**src/bffa_pkg.sv**
```systemverilog
// bffa_pkg: shared constants and types for the bitmap first-fit allocator
// no dependencies
package bffa_pkg;
    localparam logic [1:0] MODE_WRITE = 2'd0;
    localparam logic [1:0] MODE_READ  = 2'd1;
    localparam logic [1:0] MODE_INODE = 2'd2;
    localparam logic [1:0] MODE_SECT  = 2'd3;

    localparam logic [1:0] ST_OK       = 2'd0;
    localparam logic [1:0] ST_FULL     = 2'd1;
    localparam logic [1:0] ST_CONFLICT = 2'd2;

    localparam logic [1:0] REG_INODE_BYTES = 2'd0;
    localparam logic [1:0] REG_SECT_BYTES  = 2'd1;
    localparam logic [1:0] REG_FIRST_DATA  = 2'd2;

    localparam logic [7:0] FULL_BYTE = 8'hff;

    typedef logic [7:0] t_byte;
endpackage

```
**src/bffa_ram.sv**
```systemverilog
// bffa_ram: byte-wide single-port bitmap store with a registered read
// depends on bffa_pkg
module bffa_ram #(
    parameter int DEPTH = 512,
    parameter int AW    = 9
) (
    input  logic              i_clk,
    input  logic              i_we,
    input  logic [AW-1:0]     i_addr,
    input  bffa_pkg::t_byte   i_wdata,
    output bffa_pkg::t_byte   o_rdata
);
    bffa_pkg::t_byte r_mem [DEPTH];
    bffa_pkg::t_byte r_rdata;

    always_ff @(posedge i_clk) begin
        if (i_we) begin
            r_mem[i_addr] <= i_wdata;
        end
        r_rdata <= r_mem[i_addr];
    end

    assign o_rdata = r_rdata;
endmodule

```
**config.mk**
```make
export PLATFORM = sky130hd
export DESIGN_NAME = bffa_ram
export DESIGN_NICKNAME = d
export VERILOG_FILES = /design/src/bffa_pkg.sv /design/src/bffa_ram.sv
export SDC_FILE = /design/constraint.sdc
export NUM_CORES = 2
export LEC_CHECK = 0
export BUFFER_PORTS_ARGS = -buffer_cell sky130_fd_sc_hd__buf_2
export CORE_ASPECT_RATIO = 0.9
export CORE_UTILIZATION = 31
export DETAILED_ROUTE_END_ITERATION = 12
export PLACE_DENSITY_LB_ADDON = 0.2
export SLEW_MARGIN = 20
export SYNTH_ARGS = -nofsm -noshare
export SYNTH_HDL_FRONTEND = slang
export SYNTH_SLANG_ARGS = --single-unit
```
**constraint.sdc**
```tcl
create_clock -name i_clk -period 2.8 [get_ports i_clk]
set_input_delay 0.28 -clock i_clk [delete_from_list [all_inputs] [get_ports i_clk]]
set_output_delay 0.28 -clock i_clk [all_outputs]
set_load 0.1 [all_outputs]
```
== Yosys cells after proc, flatten, opt, wreduce, memory -nomap -nowiden ==
Memories as Yosys holds them, arrays and structs flattened. A register that Yosys moved wholly into a read port is not among the register bits.
Index checks and enable logic that the tools add are counted.
Widths: inputs -> output; s select.
Storage, ports and cells
  bits in registers: 0
  logic and storage cells: 3
  output and inout port bits: 8
  bits of input ports: 19
  RAM bits: 4096
  memories kept: 1
Cells by class
  mux-type cells: 2
Memory list
  r_mem: depth 512, bits a word 8, read ports 1, clocked after memory_dff 1, wr ports 1, RTL line bffa_ram.sv:13  | bffa_pkg::t_byte r_mem [DEPTH];
Operators by type and width (count)
  $mux 1: 2

== Longest topological paths before layout ==
  word-level depth: 2
  depth in mapped cells: 13
  mapped depth without buffers: 7

== Least setup slack after synthesis ==
No wires, ideal clock.
  path type: in2reg
  from: input port i_addr[0]
  to: memory r_mem[463][0] (netlist bit), enable pin
  path buffers: 8
  arrival: 2.358 ns
  library setup time: 0.370 ns
  required time: 2.430 ns
  slack: 0.071 ns
  cell stages on the path: 10
  cells stage by stage: buf_6 buf_12 buf_6 buf_6 buf_4 buf_2 buf_2 nand4_1 clkbuf_1 nor2_1
RTL lines
  from (decl): RTL line bffa_ram.sv:9  | input logic [AW-1:0] i_addr,
  to (decl): RTL line bffa_ram.sv:13
No word-level cell before the write port.

==> flow_metrics.tcl <==
set metrics [dict create \
    fin_nets 9442 \
    cap_violations 0 \
    startpoint_type "flop" \
    layout_min_cycle_time_ns 3.01 \
    clk-insertion-delay-late_ns 1.03 \
    cp_max_fo 1 \
    grt.met1_usage_pct 28.5 \
    yosys.cell_types.count 67 \
    synth-edff-count 4096 \
    crit_start "r_mem[10][3]" \
    origin_of_the_worst_min_delay_path "i_addr[2]" \
    post-place-cells 15700 \
    wl_per_cell_um 30.9 \
    total_iterations_of_the_first_detailed_routing_run 6 \
    power.leakage_nw 64.8 \
    core_region_area_um2 508000 \
    power_density_nw_per_um2 674 \
    postSynth.asyncResetShare_pct 0 \
    critical_path_required_time_ns 3.66 \
    most_frequent_cells_in_the_layout "edfxtp_1, buf_4, mux4_2" \
    grt_util_all_layers_pct 19.5 \
    dominantRegCellSynth "edfxtp_1" \
    boundaryPins 27 \
    grt.met2_usage_pct 30.3 \
    timing.rr.start "r_mem[10][3]" \
    synth_area_in_xor_xnor_pct 0 \
    count_of_final_max_slew_check_failures 0 \
    std_cell_rows 248 \
    grt-ovfl-total 0 \
    postSynthNetCount 7594 \
    fin_worst_skew_ns 0.0484 \
    post-dp-hpwl_um 352000 \
    layout_commonest_cell "edfxtp_1" \
    final_layout_size_suffix_gt1_share_pct 35.2 \
    die_area_um2 514000 \
    post_synthesis_compound_gate_area_fraction_pct 3.43 \
    yosysSeqAreaShare_pct 77.8 \
    route.detailed.vias_per_inst 5.17 \
    hold_ws_ns 0.177 \
    number_of_antenna_violations_at_the_first_check_in_global_routing 37 \
    final-hold-violation-count 0 \
    synth_seq_cells 4104 \
    drc_viols 0 \
    post-layout-total-power_mw 132 \
    grt_max_degree 125 \
    drtIter0Drc 9565 \
    layout.cells.non_filler 16500 \
    synth_top_family_by_area "multiplexers" \
    flow.area_growth_from_synthesis_pct 24.0 \
    routability_congestion_estimate_from_global_placement 0.886 \
    die_height_um 680 \
    synth_simple_gate_area_share_pct 2.74 \
    via_count_of_the_first_global_routing_pass 86900 \
    worstPathArrival_ns 3.87 \
    grt-busiest-layer "met2" \
    cts_made_buffers 432 \
    tritoncts "yes" \
    failing_checks "setup timing" \
    fmax_ghz 0.333 \
    setup_viol_count_final 6 \
    grt_first_pass_wirelength_um 707000 \
    syn_avg_cell_area_um2 20.9 \
    gr-usage-met3_pct 3.24 \
    final_design_area_no_fill_um2 196000 \
    gate_count_of_the_mapped_netlist 7575 \
    sinks_on_clock_net 4104 \
    final.period_utilization_pct 107 \
    place_area_um2 182000 \
    die_w_um 755 \
    timing.final.ws_setup_ns -0.207 \
    max_slew_margin_pct 28.9 \
    post_synth_fa_ha_maj_area_fraction_pct 0 \
    worst_pin_slew_ns 1.06 \
    outcome "complete, but fails checks" \
    htree_num_levels 5 \
    clk_transition_reported_paths_ns 0.07 \
    cts_max_path_buffers 4 \
    setup_repair_after_global_routing_missed_its_margin "yes" \
    start_util_pct 31.2 \
    routed_wl_um 511000 \
    cp-end-kind "flop" \
    synth-warning-count 0 \
    vdd_drop_max_mv 0.534 \
    ant_nets 0 \
    place.port_buffers 26 \
    dr_total_vias 85500 \
    syn_area_um2 158000 \
    root_buffer "clkbuf_16" \
    critPathKind "flop to flop" \
    yosys-mux-area-fraction_pct 14.5 \
    min_path_type "input pin to flop" \
]
==> layout make-up <==
| class | instances | area [µm²] |
|---|---|---|
| Fill cell | 46100 | 311000 |
| Sequential cell | 4104 | 123000 |
| Multi-Input combinational cell | 2984 | 33400 |
| Timing Repair Buffer | 1897 | 17300 |
| Clock buffer | 518 | 11300 |
| Tap cell | 6750 | 8450 |
| Clock inverter | 267 | 2680 |
| Antenna cell | 21 | 52.6 |
| Inverter | 4 | 20.0 |
==> metal layers <==
metal / up-vias / part of all wire (%)
met2: 3103 / 46
met1: 46300 / 45
met3: 595 / 6.9
met5: - / 0.0053
met4: 4 / 2.6
li1: 35500 / -
==> state kept, by name (all words and copies together) (netlist names) <==
name and flops:
o_rdata 8, r_mem 4096
==> Yosys cell counts (4+ instances only) <==
library cell  number  area, µm²
dfxtp_1            8        160
mux4_2           816      18400
a21o_1             4       30.0
and3_1            25        156
a22o_1            47        412
o211ai_1          14        105
nor2_1           548       2060
nand4bb_1          4       45.0
nor4b_1            4       35.0
nand2b_1           4       25.0
a22oi_1          180       1350
a221oi_1          91        797
a32oi_1           26        228
buf_6             24        270
o22ai_1          118        738
a311oi_1           4       35.0
nand4b_1           6       52.6
clkbuf_1         196        736
nor3b_1           11       82.6
and2_1            17        106
nor2b_1           25        156
mux2_2            18        203
edfxtp_1        4096     123000
nand4_1           47        294
a2111oi_0          6       52.6
or4_1              8       60.1
a21oi_1           77        385
nand3_1           47        235
a31oi_1           76        475
buf_4             56        420
o221ai_1          12        105
nor3_1            22        110
a211oi_1          36        270
and4_1             4       35.0
o21ai_0           45        225
nand2_1          130        488
and4b_1            4       40.0
nor4_1            38        238
buf_2            182        911
buf_1             19       71.3
mux2i_1          434       4340
==> logic make-up (layout without fill, tap and decap cells) <==
kind of cell / count (synthesis) / count (layout)
buf+inv: 487 / 2686
mux: 1268 / 1268
simple gates: 958 / 958
other cells: 0 / 21
flops: 4104 / 4104
compound gates: 758 / 758
==> timing repair <==
| action | CTS | global route |
|---|---|---|
| gates resized for setup | 53 | 25 |
| pin swaps | 10 | 9 |
| endpoints found under the setup margin | 8 | 8 |
| hold buffers | 8 | 0 |
| hold endpoints to repair | 1322 | 0 |
| buffers inserted | 0 | 0 |
==> final timing paths <==
check                     to  slack (ns)  cells after the start
setup / recovery  o_rdata[3]       -0.21                      8
setup reg to reg  o_rdata[3]       -0.21                      8
hold / removal    o_rdata[5]        0.18                      6
hold reg to reg   o_rdata[2]        0.83                      5
==> through the flow <==
| step | setup WS [ns] | utilization [%] | TNS [ns] |
|---|---|---|---|
| 2_1_floorplan | 0.0715 | - | 0 |
| 3_3_place_gp | -1.88 | 35.8 | -247.07 |
| 3_5_place_dp | -1.78 | 35.8 | -250.57 |
| 4_1_cts | -0.226 | 38.6 | -0.668 |
| 5_1_grt | -0.273 | 38.7 | -0.896 |
| 6_report | -0.207 | 38.7 | -0.598 |
==> report_power, final <==
| group | total [mW] | internal [mW] | switching [mW] |
|---|---|---|---|
| Combinational | 7.37 | 2.78 | 4.59 |
| Sequential | 67.7 | 67.6 | 0.0884 |
| Clock | 57.3 | 32.9 | 24.3 |
| Total | 132 | 103 | 29.0 |
==> worst max-delay path, cell delays in order, from the launching register on <==
cell	delay [ns]
edfxtp_1	0.36
mux4_2	0.48
a22o_1	0.29
a221oi_4	0.35
a31oi_4	0.31
or4_4	0.58
nor3_4	0.18
buf_6	0.17
nand4_1	0.09
(Power assumes the default switching activity.)
